===== src/rtl/sigp_pkg.sv =====
`default_nettype none
package sigp_pkg;

  localparam int ADC_BITS = 12;
  localparam int SW = 2 * ADC_BITS + 1;
  localparam int EW = $clog2(SW);
  localparam int CW = ADC_BITS + 19;
  localparam int ZW = 25;
  localparam int PW = ZW + 2;
  localparam int DW = EW + 18;
  localparam int MW = DW + 21;
  localparam int TW = 50;
  localparam int STEPS = 16;
  localparam int QB = 13;

  localparam logic [ADC_BITS-1:0] FS = {ADC_BITS{1'b1}};
  localparam logic [EW-1:0] FS_EXP = EW'(ADC_BITS - 1);
  localparam logic [30:0] FS_MANT = 31'(FS) << (30 - (ADC_BITS - 1));

  localparam logic signed [TW-1:0] GAIN_BASE_Q32 = TW'(64'sd9884622 * 64'sd65536);
  localparam logic signed [20:0] LOG_SCALE_Q16 = 21'sd591849;
  localparam logic signed [PW-1:0] PHASE_BASE_Q16 = PW'(200 * 65536);
  localparam logic [29:0] AMP_DIVIDEND = 30'd864000000;
  localparam logic [11:0] AMP_FLAT_WORD = 12'd4075;
  localparam logic [11:0] AMP_MAX = 12'd4095;

  localparam logic [1:0] AMP_FLAT = 2'd0;
  localparam logic [1:0] AMP_LOW = 2'd1;
  localparam logic [1:0] AMP_HIGH = 2'd2;

  localparam logic [1:0] REG_START = 2'd0;
  localparam logic [1:0] REG_STOP = 2'd1;
  localparam logic [1:0] REG_LEFT = 2'd2;
  localparam logic [1:0] REG_RIGHT = 2'd3;

  localparam logic signed [ZW-1:0] ATAN_TAB [STEPS] = '{
    25'sd2950616, 25'sd1741850, 25'sd920346, 25'sd467182, 25'sd234498, 25'sd117363,
    25'sd58696, 25'sd29350, 25'sd14675, 25'sd7338, 25'sd3669, 25'sd1834, 25'sd917,
    25'sd459, 25'sd229, 25'sd115
  };

  typedef struct packed {
    logic [11:0] adc_i;
    logic [11:0] adc_q;
  } in_t;

  typedef struct packed {
    logic [9:0] dds_freq_tenths;
    logic [11:0] dds_amp_word;
    logic [7:0] plot_column;
    logic [8:0] gain_row;
    logic [7:0] phase_row;
    logic trace_wrapped;
    logic zero_vector;
  } out_t;

  typedef struct packed {
    logic [9:0] sweep_start_tenths;
    logic [9:0] sweep_stop_tenths;
    logic [7:0] plot_left_column;
    logic [7:0] plot_right_column;
  } cfg_t;

  typedef struct packed {
    logic [9:0] freq;
    logic [1:0] amp_mode;
    logic [18:0] denom;
    logic [7:0] column;
    logic wrapped;
    logic zero;
    logic [ADC_BITS-1:0] ai;
    logic [ADC_BITS-1:0] aq;
  } job_t;

endpackage
`default_nettype wire


===== src/rtl/sigp_queue.sv =====
`default_nettype none
module sigp_queue (
  input wire logic clk,
  input wire logic rst,
  input wire logic push,
  input wire logic pop,
  input wire sigp_pkg::job_t wr_job,
  output sigp_pkg::job_t rd_job,
  output logic full,
  output logic empty
);

  sigp_pkg::job_t slot [2];
  logic wr_ptr;
  logic rd_ptr;
  logic [1:0] count;

  assign full = (count == 2'd2);
  assign empty = (count == 2'd0);
  assign rd_job = slot[rd_ptr];

  always_ff @(posedge clk) begin
    if (push) begin
      slot[wr_ptr] <= wr_job;
    end
  end

  always_ff @(posedge clk) begin
    if (rst) begin
      wr_ptr <= 1'b0;
      rd_ptr <= 1'b0;
      count <= 2'd0;
    end else begin
      if (push) begin
        wr_ptr <= !wr_ptr;
      end
      if (pop) begin
        rd_ptr <= !rd_ptr;
      end
      count <= count + 2'(push) - 2'(pop);
    end
  end

endmodule
`default_nettype wire


===== config.mk =====
export PLATFORM = sky130hd
export DESIGN_NAME = sigp_queue
export DESIGN_NICKNAME = d
export VERILOG_FILES = /design/src/rtl/sigp_pkg.sv /design/src/rtl/sigp_queue.sv
export SDC_FILE = /design/constraint.sdc
export NUM_CORES = 1
export LEC_CHECK = 0
export BUFFER_PORTS_ARGS = -buffer_cell sky130_fd_sc_hd__buf_4
export CORE_AREA = 5 5 102 104
export CTS_CLUSTER_DIAMETER = 40
export DETAILED_ROUTE_END_ITERATION = 10
export DIE_AREA = 0 0 107 109
export PLACE_DENSITY_LB_ADDON = 0.05
export RECOVER_POWER = 100
export SETUP_SLACK_MARGIN = 0.2
export SYNTH_ARGS = -nofsm -noshare
export SYNTH_HDL_FRONTEND = slang
export SYNTH_SLANG_ARGS = --single-unit

===== constraint.sdc =====
create_clock -name clk -period 7.2 [get_ports clk]
set_clock_uncertainty 0.05 [all_clocks]
set_input_delay 1.44 -clock clk [delete_from_list [all_inputs] [get_ports clk]]
set_output_delay 1.44 -clock clk [all_outputs]
set_load 0.005 [all_outputs]

==> impl_metrics.toml <==
[outcome]
violations = "max-capacitance violations, max-slew violations"
status = "finished with violations"

[final_layout]
stdcell_count = 499
layout.nets = 443
synthToLayoutAreaGrowth_pct = 28.4
diodes = 0
mostFrequentLayoutCells = "130 x edfxtp_1, 60 x clkbuf_4, 51 x buf_4, 49 x mux2_1, 26 x clkbuf_1"
final_common_cell = "edfxtp_1"
drive_above_1_share_pct = 41.0

[floorplan]
start_util_pct = 54.0
die_area_um2 = 11700
dieWidth_um = 107
std_cell_rows = 36
die_y_um = 109
core_um2 = 9460
ios = 136

[synthesis]
ys_seq_elements = 135
yosysUniqueCellTypes = 13
synth_cells = 223
synth_nets = 294
synth_warnings = 0
synth-seq-area-share_pct = 78.3
synth_area_um2 = 5110
syn_area_per_cell_um2 = 22.9

[grt]
grt_max_degree = 66
overflow = 0
grt_use_total_pct = 16.2
grt_pass1_vias = 2624
antenna_found_initial = 0
grt_first_pass_wirelength_um = 13800

[placed_design]
dp_slack_ps = 3960
dp_hpwl_um = 5790
port_buffers = 135
gp_congestion = 0.770
dp_cells = 467

[power_and_ir_drop]
p_sw_uw = 406
share_comb_of_total_power_pct = 8.7
pwr-share-seq_pct = 46.8
peakVddDrop_v = 0.000177
switching_share_pct = 20.1
power_density_nw_per_um2 = 309
p_clk_share_pct = 44.5
power.leakage_nw = 2.44
intPower_mw = 1.62

[run]
maxCapViolCount = 3

[timing]
setup_violations = 0
rsz0062_at_grt = "false"
slew_headroom_pct = -141
fin_crit_sh_pct = 64.6
slew_viol_final = 134
tightest_slew_ps = 3620
setup_ws_ps = 2550
max_freq_ghz = 0.215
period_needed_ps = 4650
finalSetupTns_ps = 0
hold_violations = 0

[worst_setup_path]
cp-end-kind = "flip-flop"
cp.buffers_inverters = 2
crit_slowest_cell = "and2_0"
critPathKind = "input pin to flip-flop"
crit_cells = 3
critPathMostFrequentCell = "clkbuf_1"
worstPathRequired_ps = 7240
worstPathMaxFanout = 34
cp_slowest_stage_delay_ps = 1540
worstPathCellList = "clkbuf_1 -> and2_0 -> clkbuf_1"
start_kind = "input pin"
worstPathArrival_ps = 4690
critical_path.top_delay_family = "buffers and inverters"
reg2regPathDepth = 2

[routing]
drtPass1Iterations = 4
routedWlPerCell_um = 18.3
ant_nets = 0
routed_wl_um = 9130
via_count = 2479
drtIter0Drc = 121
viasPerCell = 4.97
drc = 0

[clock_tree]
cts_root_buffer = "clkbuf_8"
htreeDepth = 4
cts_tree = "built"
hold_buffers = 0
clk_latency_ps = 510
cts_buffers = 17
clk_path_buf_depth = 2
cts_setup_buffers = 0
cts_resized = 0
clkSinkCount = 135
path_clk_slew_ps = 60

[worst_hold_path]
holdPathStages = 2
hold_class = "flip-flop to flip-flop"
-- cell families after synthesis --
| logic type | count (synthesis) | synth area share (%) |
|---|---|---|
| XOR/XNOR | 3 | 0.783 |
| adder cells (fa/ha/maj) | 2 | 0.489 |
| buffers and inverters | 9 | 1.57 |
| flip-flops | 135 | 78.3 |
| multiplexers | 65 | 18.0 |
| AND/OR/NAND/NOR | 9 | 0.857 |
-- power groups by stage --
stage,Clock [mW],Combinational (mW),Sequential [mW]
after detailed placement,0,0.219,0.967
after global routing,0.957,0.194,0.954
final,0.901,0.177,0.948
after global placement,0,0.216,0.965
after CTS,0.916,0.220,0.951
after floorplan,0,0.123,0.946
-- worst min-delay path: cells and delay by family, from the launching register on --
kind | cells | cell delay, ps
xor+xnor | 1 | 90
flops | 1 | 320
simple gates | 1 | 80
-- per-stage QoR --
step                      hold WS, ps  util (%)  instance area (µm²)  power (mW)
final                             468      69.4                 6560        2.03
after floorplan                   430         -                 5110        1.07
after CTS                         470      72.4                 6850        2.09
after detailed placement          449      65.8                 6220        1.19
after global routing              486      69.4                 6560        2.11
after global placement            443      65.8                 6220        1.18
-- per-layer routing --
layer / track usage [%] / up-vias / share of wire (%)
li1: - / 1182 / -
met1: 19.0 / 1193 / 42
met2: 26.0 / 97 / 49
met3: 7.70 / 7 / 8.0
met4: 6.30 / 0 / 0.99
met5: 0 / - / 0
-- final timing paths --
kind | to | slack, ps | from
max reg2reg | slot[1][15] | 3240 | wr_ptr
min | rd_ptr | 470 | rd_ptr
max | slot[1][15] | 2550 | push
min reg2reg | rd_ptr | 470 | rd_ptr
-- final cells by class --
| cell class | instances | area (µm²) |
|---|---|---|
| Sequential cell | 135 | 4010 |
| Fill cell | 681 | 2900 |
| Timing Repair Buffer | 137 | 931 |
| Multi-Input combinational cell | 79 | 852 |
| Clock buffer | 18 | 418 |
| Clock inverter | 14 | 205 |
| Tap cell | 114 | 143 |
| Inverter | 2 | 7.51 |
-- registers in the layout, summed over array words and instances (netlist names), named ones only --
name / flops
slot: 130
count: 2
rd_ptr: 1
wr_ptr: 1
-- synthesized netlist by cell type --
master / n / area share [%]
buf_6: 6 / 1.3
mux2_4: 50 / 15
nor2_1: 5 / 0.37
mux2_2: 15 / 3.3
xnor3_1: 1 / 0.44
dfxtp_1: 5 / 2.0
ha_1: 2 / 0.49
xnor2_1: 2 / 0.34
inv_1: 2 / 0.15
nor2b_1: 3 / 0.37
and2_1: 1 / 0.12
edfxtp_1: 130 / 76
buf_2: 1 / 0.098
No activity file was read; power rests on OpenSTA's default activity.
