==> config.mk <==
export PLATFORM = sky130hd
export DESIGN_NAME = sigp_front
export DESIGN_NICKNAME = d
export VERILOG_FILES = /design/src/rtl/sigp_pkg.sv /design/src/rtl/sigp_front.sv
export SDC_FILE = /design/constraint.sdc
export NUM_CORES = 1
export LEC_CHECK = 0
export CAP_MARGIN = 30
export CORE_ASPECT_RATIO = 0.75
export CORE_MARGIN = 5
export CORE_UTILIZATION = 30
export CTS_CLUSTER_DIAMETER = 200
export DETAILED_ROUTE_END_ITERATION = 12
export DONT_BUFFER_PORTS = 1
export SLEW_MARGIN = 20
export SYNTH_ARGS = -nofsm -noshare
export SYNTH_HDL_FRONTEND = slang
export SYNTH_SLANG_ARGS = --single-unit
==> constraint.sdc <==
create_clock -name clk -period 9.6 [get_ports clk]
set_input_delay 0.96 -clock clk [delete_from_list [all_inputs] [get_ports clk]]
set_output_delay 0.96 -clock clk [all_outputs]
set_load 0.005 [all_outputs]
==> src/rtl/sigp_pkg.sv <==
`default_nettype none
package sigp_pkg;

  localparam int ADC_BITS = 12;
  localparam int SW = 2 * ADC_BITS + 1;
  localparam int EW = $clog2(SW);
  localparam int CW = ADC_BITS + 19;
  localparam int ZW = 25;
  localparam int PW = ZW + 2;
  localparam int DW = EW + 18;
  localparam int MW = DW + 21;
  localparam int TW = 50;
  localparam int STEPS = 16;
  localparam int QB = 13;

  localparam logic [ADC_BITS-1:0] FS = {ADC_BITS{1'b1}};
  localparam logic [EW-1:0] FS_EXP = EW'(ADC_BITS - 1);
  localparam logic [30:0] FS_MANT = 31'(FS) << (30 - (ADC_BITS - 1));

  localparam logic signed [TW-1:0] GAIN_BASE_Q32 = TW'(64'sd9884622 * 64'sd65536);
  localparam logic signed [20:0] LOG_SCALE_Q16 = 21'sd591849;
  localparam logic signed [PW-1:0] PHASE_BASE_Q16 = PW'(200 * 65536);
  localparam logic [29:0] AMP_DIVIDEND = 30'd864000000;
  localparam logic [11:0] AMP_FLAT_WORD = 12'd4075;
  localparam logic [11:0] AMP_MAX = 12'd4095;

  localparam logic [1:0] AMP_FLAT = 2'd0;
  localparam logic [1:0] AMP_LOW = 2'd1;
  localparam logic [1:0] AMP_HIGH = 2'd2;

  localparam logic [1:0] REG_START = 2'd0;
  localparam logic [1:0] REG_STOP = 2'd1;
  localparam logic [1:0] REG_LEFT = 2'd2;
  localparam logic [1:0] REG_RIGHT = 2'd3;

  localparam logic signed [ZW-1:0] ATAN_TAB [STEPS] = '{
    25'sd2950616, 25'sd1741850, 25'sd920346, 25'sd467182, 25'sd234498, 25'sd117363,
    25'sd58696, 25'sd29350, 25'sd14675, 25'sd7338, 25'sd3669, 25'sd1834, 25'sd917,
    25'sd459, 25'sd229, 25'sd115
  };

  typedef struct packed {
    logic [11:0] adc_i;
    logic [11:0] adc_q;
  } in_t;

  typedef struct packed {
    logic [9:0] dds_freq_tenths;
    logic [11:0] dds_amp_word;
    logic [7:0] plot_column;
    logic [8:0] gain_row;
    logic [7:0] phase_row;
    logic trace_wrapped;
    logic zero_vector;
  } out_t;

  typedef struct packed {
    logic [9:0] sweep_start_tenths;
    logic [9:0] sweep_stop_tenths;
    logic [7:0] plot_left_column;
    logic [7:0] plot_right_column;
  } cfg_t;

  typedef struct packed {
    logic [9:0] freq;
    logic [1:0] amp_mode;
    logic [18:0] denom;
    logic [7:0] column;
    logic wrapped;
    logic zero;
    logic [ADC_BITS-1:0] ai;
    logic [ADC_BITS-1:0] aq;
  } job_t;

endpackage
`default_nettype wire

==> src/rtl/sigp_front.sv <==
`default_nettype none
module sigp_front (
  input wire logic clk,
  input wire logic rst,
  input wire sigp_pkg::cfg_t cfg,
  input wire logic in_valid,
  input wire sigp_pkg::in_t in_data,
  input wire logic full,
  output logic push,
  output sigp_pkg::job_t job
);

  logic [9:0] freq;
  logic [9:0] freq_next;
  logic [8:0] half_count;
  logic [8:0] half_count_next;
  logic [10:0] freq_inc;
  logic [7:0] col;

  always_comb begin
    push = in_valid && !full;
    freq_inc = {1'b0, freq} + 11'd1;
    freq_next = (freq_inc > {1'b0, cfg.sweep_stop_tenths}) ? cfg.sweep_start_tenths
                                                              : freq_inc[9:0];
    col = half_count[8:1];
    job.wrapped = (col >= cfg.plot_right_column);
    half_count_next = job.wrapped ? {cfg.plot_left_column, 1'b0} : half_count + 9'd1;
    job.freq = freq;
    job.column = col;
    job.ai = in_data.adc_i[sigp_pkg::ADC_BITS-1:0];
    job.aq = in_data.adc_q[sigp_pkg::ADC_BITS-1:0];
    job.zero = (job.ai == '0) && (job.aq == '0);
    if (freq < 10'd250) begin
      job.amp_mode = sigp_pkg::AMP_LOW;
      job.denom = 19'd267000 - 19'(freq) * 19'd235;
    end else if (freq > 10'd290) begin
      job.amp_mode = sigp_pkg::AMP_HIGH;
      job.denom = 19'd146000 + 19'(freq) * 19'd233;
    end else begin
      job.amp_mode = sigp_pkg::AMP_FLAT;
      job.denom = 19'd1;
    end
  end

  always_ff @(posedge clk) begin
    if (rst) begin
      freq <= 10'd11;
      half_count <= 9'd50;
    end else if (push) begin
      freq <= freq_next;
      half_count <= half_count_next;
    end
  end

endmodule
`default_nettype wire

==> impl_metrics.env, run 1 <==
export IMPL_worst_r2r_path_depth=12
export IMPL_max_clock_freq_mhz=155
export IMPL_ant_nets=0
export IMPL_critPathMaxFanout=14
export IMPL_synth_seq_area_share_pct=6.57
export IMPL_max_cap_violations=0
export IMPL_grt_antenna_before_repair=0
export IMPL_critical_path_startpoint_type="flip-flop"
export IMPL_vias=4399
export IMPL_setup_worst_path_end_class="output port"
export IMPL_status="completed"
export IMPL_maximum_number_of_pins_on_one_net_before_global_route_repair=28
export IMPL_ctsHoldBuffers=0
export IMPL_tns_ps=0
export IMPL_multi_input_area_sq_um=4580
export IMPL_clock_skew_ps=3.47
export IMPL_worstPathRequired_ps=8640
export IMPL_clock_tree_buffer_depth=2
export IMPL_ys_top_cells_by_area="sky130_fd_sc_hd__ha_1 30%, sky130_fd_sc_hd__fa_1 17%, sky130_fd_sc_hd__inv_1 9.2%"
export IMPL_die_h_um=130
export IMPL_final_area_sq_um=5910
export IMPL_seq_power_share_pct=10.3
export IMPL_core_rowCount=44
export IMPL_synth_top_cell_area_share_pct=29.6
export IMPL_synth_top_cells_by_count="142 x sky130_fd_sc_hd__inv_1, 137 x sky130_fd_sc_hd__ha_1, 50 x sky130_fd_sc_hd__fa_1"
export IMPL_count_of_buffers_inserted_at_the_top_level_ports=0
export IMPL_wl_mm=15.0
export IMPL_worstReg2RegStart="freq[0]"
export IMPL_reg2reg_capture_point="freq[5]"
export IMPL_worst_ir_drop_vdd_mv=0.0959
export IMPL_placement_cell_area_sq_um=5830
export IMPL_timing_final_crit_share_pct=67.4
export IMPL_hold_viol=0
export IMPL_dominantRegCellSynth="sky130_fd_sc_hd__dfxtp_1"
export IMPL_drtPass1Iterations=4
export IMPL_mapped_cells=698
export IMPL_ios=130
export IMPL_cts_htree_levels=1
export IMPL_grt_overflow=0
export IMPL_fillerInstances=2074
export IMPL_floorplan_die_width_um=170
export IMPL_detailed_place_hpwl_mm=12.7
export IMPL_design_final_nets=911
export IMPL_clock_tree_from_tritoncts="done"
export IMPL_post_cts_setup_buffer_count=0
export IMPL_p_int_w=0.000436
export IMPL_grt_total_usage_pct=13.3
export IMPL_synth_simple_gate_area_share_pct=10.6
export IMPL_setup_slack_ps=3130
export IMPL_detailedRoute_firstIterationViolations=221
export IMPL_finalWorstPathRequiredPeriod_ps=6470
export IMPL_yosys_area_share_adder_pct=46.9
export IMPL_timing_worst_setup_path_type="flip-flop to output port"
export IMPL_switching_share_pct=50.9
export IMPL_power_frac_clock_pct=9.7
export IMPL_crit_arrival_ps=5510
export IMPL_synth_seq_cells=19
export IMPL_detail_route_wl_per_cell_um=16.5
export IMPL_initial_core_util_pct=30.2
export IMPL_finalWeightedCongestion=0.830
export IMPL_cts_resized_gates=0
export IMPL_setup_viols_final=0
export IMPL_cellLeakagePower_nw=3.01
export IMPL_synth_compound_area_share_pct=15.2
export IMPL_timing_final_max_slew_violations=0
export IMPL_ff2ff_setup_slack_ps=5350
export IMPL_synth_top_cell_by_area="sky130_fd_sc_hd__ha_1"
export IMPL_proportion_of_layout_cells_with_a_drive_suffix_above_1_pct=2.28
export IMPL_synth_cell_types=52
export IMPL_cts_reportedPaths_clkPinSlew_ps=60
export IMPL_syn_to_final_growth_pct=2.05
export IMPL_muxShareOfSynthArea_pct=1.04
export IMPL_ys_async_sr_fraction_pct=0
export IMPL_post_synth_top_count_cell="sky130_fd_sc_hd__inv_1"
export IMPL_rsz_0062_raised_after_global_routing="no"
export IMPL_cts_inserted_buffers=3
export IMPL_p_comb_share_pct=79.9
export IMPL_holdPathEnd="half_count[8]"
export IMPL_post_dr_vias_cell=4.82
export IMPL_drc=0
export IMPL_timing_slew_headroom_pct=47.3
export IMPL_hold_path_cell_count=2
export IMPL_synth_edf_count=0
export IMPL_total_area_of_sequential_cells_sq_um=380
export IMPL_clock_root_buffer="sky130_fd_sc_hd__clkbuf_16"
export IMPL_synthesis_area_per_instance_sq_um=8.30
export IMPL_worstHoldStart="half_count[8]"
export IMPL_p_sw_w=0.000453
export IMPL_cts_num_sinks=19
export IMPL_combinational_family_with_the_most_area_after_synthesis="adder cells"
export IMPL_netlist_area_sq_um=5790
export IMPL_yosys_warnings=0
export IMPL_worstSkewPairLatency_ps=250
export IMPL_floorplan_core_area_sq_um=19200
export IMPL_hold_path_class="flip-flop to flip-flop"
export IMPL_worst_pin_slew_ps=789
export IMPL_grt_pass1_wl_mm=23.7
export IMPL_die_area_sq_um=22200
export IMPL_yosys_area_share_xor_xnor_pct=5.29
export IMPL_postSynthNetCount=949
export IMPL_worst_slack_at_placement_ps=3360
export IMPL_via_count_of_the_first_global_routing_pass=4355
export IMPL_powerDensity_nw_per_um2=150
logic make-up (layout without fill, tap and decap cells):
group           after synthesis  in the layout
flops                        19             19
other cells                   0              1
simple gates                120            120
buf+inv                     188            149
compound gates              143            143
fa+ha+maj                   187            187
xor+xnor                     35             35
mux                           6              6
worst max-delay path, stage by stage, from the launching register on:
cell,delay (ps)
sky130_fd_sc_hd__dfxtp_1,800
sky130_fd_sc_hd__inv_1,330
sky130_fd_sc_hd__fa_1,570
sky130_fd_sc_hd__inv_1,60
sky130_fd_sc_hd__fa_1,530
sky130_fd_sc_hd__fa_1,460
sky130_fd_sc_hd__fa_1,500
sky130_fd_sc_hd__ha_1,380
sky130_fd_sc_hd__and4_1,210
sky130_fd_sc_hd__a221oi_1,580
sky130_fd_sc_hd__o211ai_1,220
sky130_fd_sc_hd__a41oi_1,310
sky130_fd_sc_hd__xnor2_1,90
sky130_fd_sc_hd__o22ai_1,200
layer usage:
layer  track usage, %  part of all wire, %  vias to the layer above
met2             21.5                   45                      121
met4            0.892                 0.49                        0
li1                 -                    -                     2222
met5                0                    0                        -
met1             19.8                   50                     2050
met3             1.73                  4.6                        6
flip-flops by register name, indices dropped and copies added (netlist names):
signal      cells
freq           10
half_count      9
layout by cell type (no fill, tap or decap), types with 2 or more instances in the layout:
master / synthesis / routed
sky130_fd_sc_hd__nor3_1: 11 / 11
sky130_fd_sc_hd__a211oi_1: 4 / 4
sky130_fd_sc_hd__o21ai_0: 28 / 28
sky130_fd_sc_hd__nor4b_1: 2 / 2
sky130_fd_sc_hd__a21oi_2: 3 / 3
sky130_fd_sc_hd__nand2_1: 30 / 30
sky130_fd_sc_hd__or2_2: 3 / 3
sky130_fd_sc_hd__inv_1: 142 / 142
sky130_fd_sc_hd__mux2i_1: 6 / 6
sky130_fd_sc_hd__o31ai_1: 6 / 6
sky130_fd_sc_hd__nand4_1: 5 / 5
sky130_fd_sc_hd__a21oi_1: 44 / 44
sky130_fd_sc_hd__nor4_1: 8 / 8
sky130_fd_sc_hd__and4_1: 2 / 2
sky130_fd_sc_hd__nor2b_1: 12 / 12
sky130_fd_sc_hd__o21bai_1: 2 / 2
sky130_fd_sc_hd__nand2b_1: 4 / 4
sky130_fd_sc_hd__dfxtp_1: 19 / 19
sky130_fd_sc_hd__nand3_1: 11 / 11
sky130_fd_sc_hd__buf_4: 32 / 3
sky130_fd_sc_hd__a21o_1: 9 / 9
sky130_fd_sc_hd__o21ai_1: 2 / 2
sky130_fd_sc_hd__o211ai_1: 6 / 6
sky130_fd_sc_hd__nor3b_1: 2 / 2
sky130_fd_sc_hd__xnor2_1: 22 / 22
sky130_fd_sc_hd__a21boi_0: 2 / 2
sky130_fd_sc_hd__ha_1: 137 / 137
sky130_fd_sc_hd__and3_1: 2 / 2
sky130_fd_sc_hd__fa_1: 50 / 50
sky130_fd_sc_hd__clkbuf_16: 0 / 3
sky130_fd_sc_hd__nor2_1: 23 / 23
sky130_fd_sc_hd__a31oi_1: 8 / 8
sky130_fd_sc_hd__o22ai_1: 19 / 19
sky130_fd_sc_hd__xor2_1: 13 / 13
metrics by stage:
stage	cells	power, W	util [%]	hold WS [ps]
after global placement	908	0.000811	30.4	530
after global routing	912	0.00100	30.8	570
final	913	0.000888	30.9	542
after CTS	912	0.000905	30.8	545
after detailed placement	908	0.000813	30.4	532
after floorplan	698	0.000654	-	484
power groups by stage:
stage | combinational (W) | clock [W] | sequential (W)
after floorplan | 0.000564 | 0 | 0.0000894
after global placement | 0.000717 | 0 | 0.0000937
after detailed placement | 0.000719 | 0 | 0.0000940
after CTS | 0.000725 | 0.0000883 | 0.0000923
after global routing | 0.000818 | 0.0000918 | 0.0000932
final | 0.000710 | 0.0000863 | 0.0000919
worst max-delay path by stage:
| stage | from | endpoint | slack [ps] | depth (start not counted) |
|---|---|---|---|---|
| 2_1_floorplan | freq[4] | job[50] | 4190 | 17 |
| 3_3_place_gp | freq[4] | job[49] | 3410 | 14 |
| 3_5_place_dp | freq[4] | job[49] | 3360 | 16 |
| 4_1_cts | freq[4] | job[49] | 3080 | 16 |
| 5_1_grt | freq[4] | job[49] | 2820 | 16 |
| 6_report | freq[3] | job[52] | 3130 | 13 |
final cells by class:
class | count | share of cell area [%]
clock buffers | 3 | 1.27
multi-input cells | 491 | 77.4
inverters | 142 | 9.02
clock inverters | 1 | 0.0847
flip-flops and latches | 19 | 6.43
repair buffers | 3 | 0.381
well taps | 253 | 5.35
diodes | 1 | 0.0423
No activity file was read; power rests on OpenSTA's default activity.
==> inputs of run 2 (changes only) <==
- clock period: 9.6 -> 6.6 ns (I/O delays scaled with it)
==> run 2 against run 1 <==
Die area unchanged. Hold slack lost 73 ps. Clock-buffer cell count unchanged. Worst setup slack lost 2400 ps. Clock skew decreased by 0.98 ps. Register-to-register slack lost 3000 ps. Core utilization grew 0.26 points. Critical path depth up 1. Sequential power is 36% higher. Sequential share of layout area shrank 0.054 points.
==> impl_metrics.env, run 2 (synthesis gave the netlist of run 1 again) <==
export IMPL_cts_num_sinks=19
export IMPL_worstSkewPairLatency_ps=260
export IMPL_ant_nets=0
export IMPL_timing_worst_setup_path_type="flip-flop to output port"
export IMPL_largest_register_ffs=10
export IMPL_timing_slew_headroom_pct=51.8
export IMPL_critical_path_max_stage_delay_ps=770
export IMPL_drc=0
export IMPL_timing_final_max_slew_violations=0
export IMPL_rsz_0062_raised_after_global_routing="no"
export IMPL_cts_inserted_buffers=3
export IMPL_cellLeakagePower_nw=3.05
export IMPL_timing_final_crit_share_pct=89.3
export IMPL_die_h_um=130
export IMPL_met2_wirelength_mm=6.94
export IMPL_status="completed"
export IMPL_grt_total_usage_pct=13.4
export IMPL_clock_tree_buffer_depth=2
export IMPL_max_cap_violations=0
export IMPL_wl_mm=15.3
export IMPL_route_top_layer_used="met4"
export IMPL_fillerInstances=2062
export IMPL_tns_ps=0
export IMPL_largest_register="freq"
export IMPL_total_area_of_sequential_cells_sq_um=380
export IMPL_die_area_sq_um=22200
export IMPL_maximum_number_of_pins_on_one_net_before_global_route_repair=28
export IMPL_p_comb_share_pct=80.6
export IMPL_p_sw_w=0.000678
export IMPL_core_rowCount=44
export IMPL_crit_path_cell_trace="inv_1, fa_1, inv_1, fa_1, fa_1, fa_1, inv_1, ha_1, a21oi_1, o211ai_1, or3_1, a21oi_1, xor2_1, o22ai_1"
export IMPL_final_area_sq_um=5960
export IMPL_n_antenna_cell=0
export IMPL_wl_met1_mm=7.44
export IMPL_cts_resized_gates=0
export IMPL_initial_core_util_pct=30.2
export IMPL_floorplan_die_width_um=170
export IMPL_post_cts_setup_buffer_count=0
export IMPL_via_count_of_the_first_global_routing_pass=4267
export IMPL_clock_skew_ps=2.49
export IMPL_worst_path_most_repeated_cell="sky130_fd_sc_hd__fa_1"
export IMPL_detailed_place_hpwl_mm=12.9
export IMPL_grt_antenna_before_repair=0
export IMPL_p_int_w=0.000634
export IMPL_multi_input_area_sq_um=4580
export IMPL_switching_share_pct=51.7
export IMPL_worstPathRequired_ps=5940
export IMPL_vias=4483
export IMPL_post_dr_vias_cell=4.88
export IMPL_hold_path_class="input pin to flip-flop"
export IMPL_finalWeightedCongestion=0.851
export IMPL_cts_reportedPaths_clkPinSlew_ps=60
export IMPL_count_of_buffers_inserted_at_the_top_level_ports=0
export IMPL_layout_cells_most_common="sky130_fd_sc_hd__inv_1"
export IMPL_proportion_of_layout_cells_with_a_drive_suffix_above_1_pct=3.30
export IMPL_grt_overflow=0
export IMPL_cp_top_family="adder cells"
export IMPL_buffering_stage_count_on_the_worst_path_with_inverters_included=3
export IMPL_setup_worst_path_end_class="output port"
export IMPL_final_cell_mix="142 x sky130_fd_sc_hd__inv_1, 137 x sky130_fd_sc_hd__ha_1, 50 x sky130_fd_sc_hd__fa_1"
export IMPL_worst_pin_slew_ps=723
export IMPL_placement_cell_area_sq_um=5880
export IMPL_clock_tree_from_tritoncts="done"
export IMPL_critPathSlowestCell="sky130_fd_sc_hd__dfxtp_1"
export IMPL_worst_ir_drop_vdd_mv=0.153
export IMPL_max_clock_freq_mhz=170
export IMPL_dr_wl_met3_um=805
export IMPL_layout_utilization_pct=31.1
export IMPL_seq_power_share_pct=9.5
export IMPL_crit_arrival_ps=5230
export IMPL_design_final_nets=918
export IMPL_biggestRegsByFlops="freq (10), half_count (9)"
export IMPL_critical_path_startpoint_type="flip-flop"
export IMPL_critPathMaxFanout=13
export IMPL_detailedRoute_firstIterationViolations=286
export IMPL_syn_to_final_growth_pct=2.92
export IMPL_cts_htree_levels=1
export IMPL_floorplan_core_area_sq_um=19200
export IMPL_finalWorstPathRequiredPeriod_ps=5890
export IMPL_powerDensity_nw_per_um2=220
export IMPL_hold_viol=0
export IMPL_ctsHoldBuffers=0
export IMPL_grt_pass1_wl_mm=23.5
export IMPL_detail_route_wl_per_cell_um=16.7
export IMPL_setup_viols_final=0
export IMPL_power_frac_clock_pct=9.8
export IMPL_ios=130
export IMPL_drtPass1Iterations=5
export IMPL_clock_root_buffer="sky130_fd_sc_hd__clkbuf_16"
## run 2: worst reg2reg max path, cell delays in order (launching register included)
cell and delay [ps]:
sky130_fd_sc_hd__dfxtp_1 700, sky130_fd_sc_hd__ha_1 500, sky130_fd_sc_hd__nand2_1 250, sky130_fd_sc_hd__nor2_1 360
sky130_fd_sc_hd__xnor2_1 170, sky130_fd_sc_hd__ha_1 260, sky130_fd_sc_hd__a21o_1 170, sky130_fd_sc_hd__a21oi_2 150
sky130_fd_sc_hd__or4b_4 500, sky130_fd_sc_hd__a22oi_4 530, sky130_fd_sc_hd__mux2i_1 260, sky130_fd_sc_hd__o22ai_1 80
sky130_fd_sc_hd__nor2b_1 150
## run 2: layout make-up
type                    instances  area share [%]
multi-input cells             491            76.8
well taps                     253            5.31
repair buffers                 10            1.26
inverters                     142            8.94
clock buffers                   3            1.26
flip-flops and latches         19            6.38
clock inverters                 1          0.0839
## run 2: per-stage QoR
step	hold WS (ps)	total power (W)	std cells	setup slack, ps
finish	469	0.00131	919	705
global route	462	0.00146	919	349
floorplan	484	0.000951	698	1490
detailed placement	531	0.00120	915	1010
global placement	529	0.00119	915	1070
CTS	462	0.00134	919	716
## run 2: power by group through the flow
stage	Clock [W]	Sequential (W)	Combinational (W)
after floorplan	0	0.000130	0.000821
after global placement	0	0.000128	0.00106
after detailed placement	0	0.000128	0.00107
after CTS	0.000132	0.000125	0.00108
after global routing	0.000138	0.000126	0.00119
final	0.000129	0.000125	0.00106
## run 2: metal layers
metal | track usage (%) | vias to the layer above
met4 | 1.60 | 0
met1 | 19.5 | 2107
li1 | - | 2229
met3 | 2.27 | 9
met5 | 0 | -
met2 | 21.4 | 138
## run 2: final timing paths
path                 start             to  slack [ps]  cells after the start
max reg2reg        freq[0]        freq[5]        2390                     12
max                freq[5]        job[49]         710                     14
min                    rst  half_count[3]         470                      1
min reg2reg  half_count[8]  half_count[8]         530                      2
